`src/ffwa_pkg.sv`:
```
package ffwa_pkg;

	// fixed field widths
	localparam int unsigned NODE_W  = 4;
	localparam int unsigned COUNT_W = 7;
	localparam int unsigned WORD_W  = 64;

	// first-fit unit: one chunk of lanes per cycle
	localparam int unsigned LANES   = 8;
	localparam int unsigned CHUNKS  = WORD_W / LANES;
	localparam int unsigned CHUNK_W = $clog2(CHUNKS);

	typedef enum logic [1:0] {
		ST_ALLOC = 2'd0,
		ST_BLOCK = 2'd1,
		ST_REL   = 2'd2,
		ST_LONG  = 2'd3
	} status_t;

	// controller to datapath
	typedef struct packed {
		logic clr_en;
		logic capture;
		logic accum;
		logic route_init;
		logic fit_step;
		logic wb_rd;
		logic wb_wr;
		logic finish;
	} cmd_t;

	// datapath to controller
	typedef struct packed {
		logic clr_last;
		logic last_link;
		logic overflow;
		logic release_req;
		logic fit_last;
		logic blocked;
		logic wb_last;
	} sts_t;

endpackage

```
`src/ffwa_ctrl.sv`:
```
module ffwa_ctrl (
	input  logic            clk,
	input  logic            arst_n,
	input  logic            start,
	output logic            busy,
	output logic            done,
	input  ffwa_pkg::sts_t  sts,
	output ffwa_pkg::cmd_t  cmd
);

	typedef enum logic [3:0] {
		S_CLEAR,
		S_IDLE,
		S_ACCUM,
		S_DECIDE,
		S_FIT,
		S_CHECK,
		S_WB_RD,
		S_WB_WR,
		S_RESULT
	} state_t;

	state_t state_q;
	state_t state_d;
	logic   done_q;

	always_comb begin
		state_d = state_q;
		unique case (state_q)
			S_CLEAR: begin
				if (sts.clr_last) state_d = S_IDLE;
			end
			S_IDLE: begin
				if (start) state_d = S_ACCUM;
			end
			S_ACCUM: begin
				state_d = sts.last_link ? S_DECIDE : S_IDLE;
			end
			S_DECIDE: begin
				priority if (sts.overflow) state_d = S_RESULT;
				else if (sts.release_req) state_d = S_WB_RD;
				else state_d = S_FIT;
			end
			S_FIT: begin
				if (sts.fit_last) state_d = S_CHECK;
			end
			S_CHECK: begin
				state_d = sts.blocked ? S_RESULT : S_WB_RD;
			end
			S_WB_RD: begin
				state_d = S_WB_WR;
			end
			S_WB_WR: begin
				state_d = sts.wb_last ? S_RESULT : S_WB_RD;
			end
			S_RESULT: begin
				state_d = S_IDLE;
			end
			default: begin
				state_d = S_IDLE;
			end
		endcase
	end

	always_comb begin
		cmd            = '0;
		cmd.clr_en     = (state_q == S_CLEAR);
		cmd.capture    = (state_q == S_IDLE) && start;
		cmd.accum      = (state_q == S_ACCUM);
		cmd.route_init = (state_q == S_DECIDE);
		cmd.fit_step   = (state_q == S_FIT);
		cmd.wb_rd      = (state_q == S_WB_RD);
		cmd.wb_wr      = (state_q == S_WB_WR);
		cmd.finish     = (state_q == S_RESULT);
	end

	always_ff @(posedge clk or negedge arst_n) begin
		if (!arst_n) begin
			state_q <= S_CLEAR;
			done_q  <= 1'b0;
		end else begin
			state_q <= state_d;
			done_q  <= (state_d == S_RESULT);
		end
	end

	assign busy = (state_q != S_IDLE);
	assign done = done_q;

	a_done_single: assert property (@(posedge clk) disable iff (!arst_n)
		done |=> !done)
		else $error("result strobe held for more than one cycle");

	a_accept_busy: assert property (@(posedge clk) disable iff (!arst_n)
		(start && !busy) |=> (busy && state_q == S_ACCUM))
		else $error("accepted transaction not taken into accumulation");

endmodule

```
`config.mk`:
```
export PLATFORM = sky130hd
export DESIGN_NAME = ffwa_ctrl
export DESIGN_NICKNAME = d
export VERILOG_FILES = /design/src/ffwa_pkg.sv /design/src/ffwa_ctrl.sv
export SDC_FILE = /design/constraint.sdc
export NUM_CORES = 1
export LEC_CHECK = 0
export BUFFER_PORTS_ARGS = -buffer_cell sky130_fd_sc_hd__clkbuf_2
export CAP_MARGIN = 10
export CORE_AREA = 5 5 42 44
export CTS_CLUSTER_SIZE = 28
export DETAILED_ROUTE_END_ITERATION = 12
export DIE_AREA = 0 0 47 49
export PLACE_DENSITY_LB_ADDON = 0.1
export SYNTH_ARGS = -nofsm -noshare
export SYNTH_HDL_FRONTEND = slang
export SYNTH_SLANG_ARGS = --single-unit
```
`constraint.sdc`:
```
create_clock -name clk -period 1.4 [get_ports clk]
set_clock_uncertainty 0.05 [all_clocks]
set_input_delay 0.07 -clock clk [delete_from_list [all_inputs] [get_ports clk]]
set_output_delay 0.07 -clock clk [all_outputs]
set_load 0.1 [all_outputs]
```
==> run metrics <==
status complete, but fails checks; failing checks negative setup slack; antenna violations before repair 0; crit path max fanout 2; # IOs 20; syn nets 52; final net count between 80 and 90; via count 427; top layer in use met3; Tcrit/Tclk final 115%; most frequent cells in the layout buf_12 (11), clkbuf_2 (10), buf_6 (4); Worst Hold Launch sts[4]; Slew headroom 64.1%; Post-Route WL 1200 µm; Post-route DRC 0; WP data required between 1 and 1.5 ns; fmax 622 MHz; Hold WS 0.122 ns; commonest non-fill, non-tap cell in the layout buf_12; post-route insts no fill 88; Slew Limit Fails 0; post-synthesis compound-gate area fraction around 16%; clk root buf clkbuf_4; post-synthesis simple-gate area fraction 35.0%; Clock Latency Late Sink 0.23 ns; Die H 49 µm; Via-to-Cell Ratio just under 5; #FFs+latches synth 5; Port Buffers 19; full die area between 2000 and 2500 µm²; CTS tree yes; Routed met3 length 57 µm; Cells after DPL 81; TNS Setup -0.665 ns; Tightest Hold Check Type in2reg; CTS Buf Count 3; setup violators final 6; area of the core roughly 1400 µm²; Critical Path Start state_q[1]; fill cell count 124; EDFF count, synth 0; Slew @ Worst Pin 0.540 ns; layout cell share with drive strength beyond 1 between 70% and 80%; dpl hpwl around 910 µm; WL met2 655 µm; CTS clk-pin slew, worst paths 0.04 ns; gr usage total between 10% and 20%; RSZ-0062 raised after global routing true; DR iter-0 viols 5; post-layout min period 1.61 ns; initial core utilization 26.8%; Post-synth ARST share 100%; PnR worst setup slack -0.207 ns; Area Growth Syn to Fin 137%; Seq/Total Area, Yosys 33.3%; M1 WL 485 µm; first-pass GRT wire length about 2100 µm; FP Rows 14; Synth Instances between 40 and 50; worst r2r src state_q[1]; TritonRoute pass-1 iters 4; vias in the first global route 464; largest family of logic cells by synthesized area simple AND/OR/NAND/NOR gates; final hold violations 0; last weighted congestion value of the routability-driven placer between 0.7 and 0.8; Mapped Area 375 µm²; synth warn 0; remaining antenna violation count after routing 0; Clock Sinks 5; Max Cap Viol 0; Setup CP Type reg2out; post-synthesis mux area share 8.00%; Netlist cell types 24; Die Wd between 40 and 50 µm; clock buffer depth 2; CP Data Arrival Time ~1.5 ns; largest net degree at the start of global routing 14; wire per inst 13.6 µm; crit end category output pin; ANT cells 0; Synth Area per Inst 8.94 µm²; startpoint types flop; xor/xnor share of the synthesized area 0%; dominant synthesized flop cell dfrtp_1; Overflow after GRT 0; post-synthesis adder-cell area fraction 0%; H-tree levels 1
-- registers in the layout, indices dropped and copies added, names as in the netlist --
signal,cells
state_q,4
done,1
-- repair_timing --
action	in CTS	in global routing
pin swaps	2	1
hold buffers	1	0
endpoints found under the hold margin	5	0
cloned	0	0
setup buffers	3	0
gates resized for setup	8	5
endpoints found under the setup margin	9	11
-- worst paths after layout --
kind | endpoint | slack, ns | cells past startpoint
min | state_q[2] | 0.12 | 3
min reg2reg | state_q[0] | 0.61 | 3
max | cmd[6] | -0.21 | 3
min in group asynchronous | state_q[1] | 0.13 | 2
max in group asynchronous | state_q[3] | 1.01 | 2
max reg2reg | state_q[2] | 0.08 | 4
-- layout make-up --
class,count,area [µm²],area share (%)
clock buffer,4,26.3,2.96
inverter,2,15.0,1.69
multi-input combinational,32,352,39.6
sequential,5,128,14.4
tap,16,20.0,2.25
timing repair buffer,29,348,39.2
-- synthesized netlist by cell type (2+ instances only) --
cell type  count  area (µm²)
and3_1         3        18.8
mux2i_1        3        30.0
inv_1          2        7.51
nand2_1        3        11.3
dfrtp_1        5         125
buf_4          2        15.0
a21oi_1        2        10.0
nor4_1         2        12.5
nand2b_1       2        12.5
nor3_1         3        15.0
nor2_1         2        7.51
-- cell families after synthesis --
group | count (synthesis)
DFF | 5
and+or+nand+nor | 22
AOI/OAI and AO/OA | 7
buffers and inverters | 5
muxes | 3
-- layer usage --
layer  vias up  track usage (%)
met1       203             16.7
met4         0             6.91
met5         -                0
li1        213                -
met2        11             18.8
met3         0            0.369
-- critical path, stage by stage, from the launching register on --
cell and delay (ns):
dfrtp_1 0.37, or4b_4 0.58, nor2_4 0.12, buf_12 0.18
-- metrics by stage --
stage / setup slack, ns / util [%] / area, µm²
2_1_floorplan: -0.430 / - / 487
3_3_place_gp: 0.0542 / 54.8 / 768
3_5_place_dp: 0.0447 / 54.8 / 768
4_1_cts: -0.214 / 62.2 / 872
5_1_grt: -0.250 / 63.4 / 888
6_report: -0.207 / 63.4 / 888
Power is not shown: default switching activity piles up to over one toggle a cycle in this logic, so the estimate is an artifact.
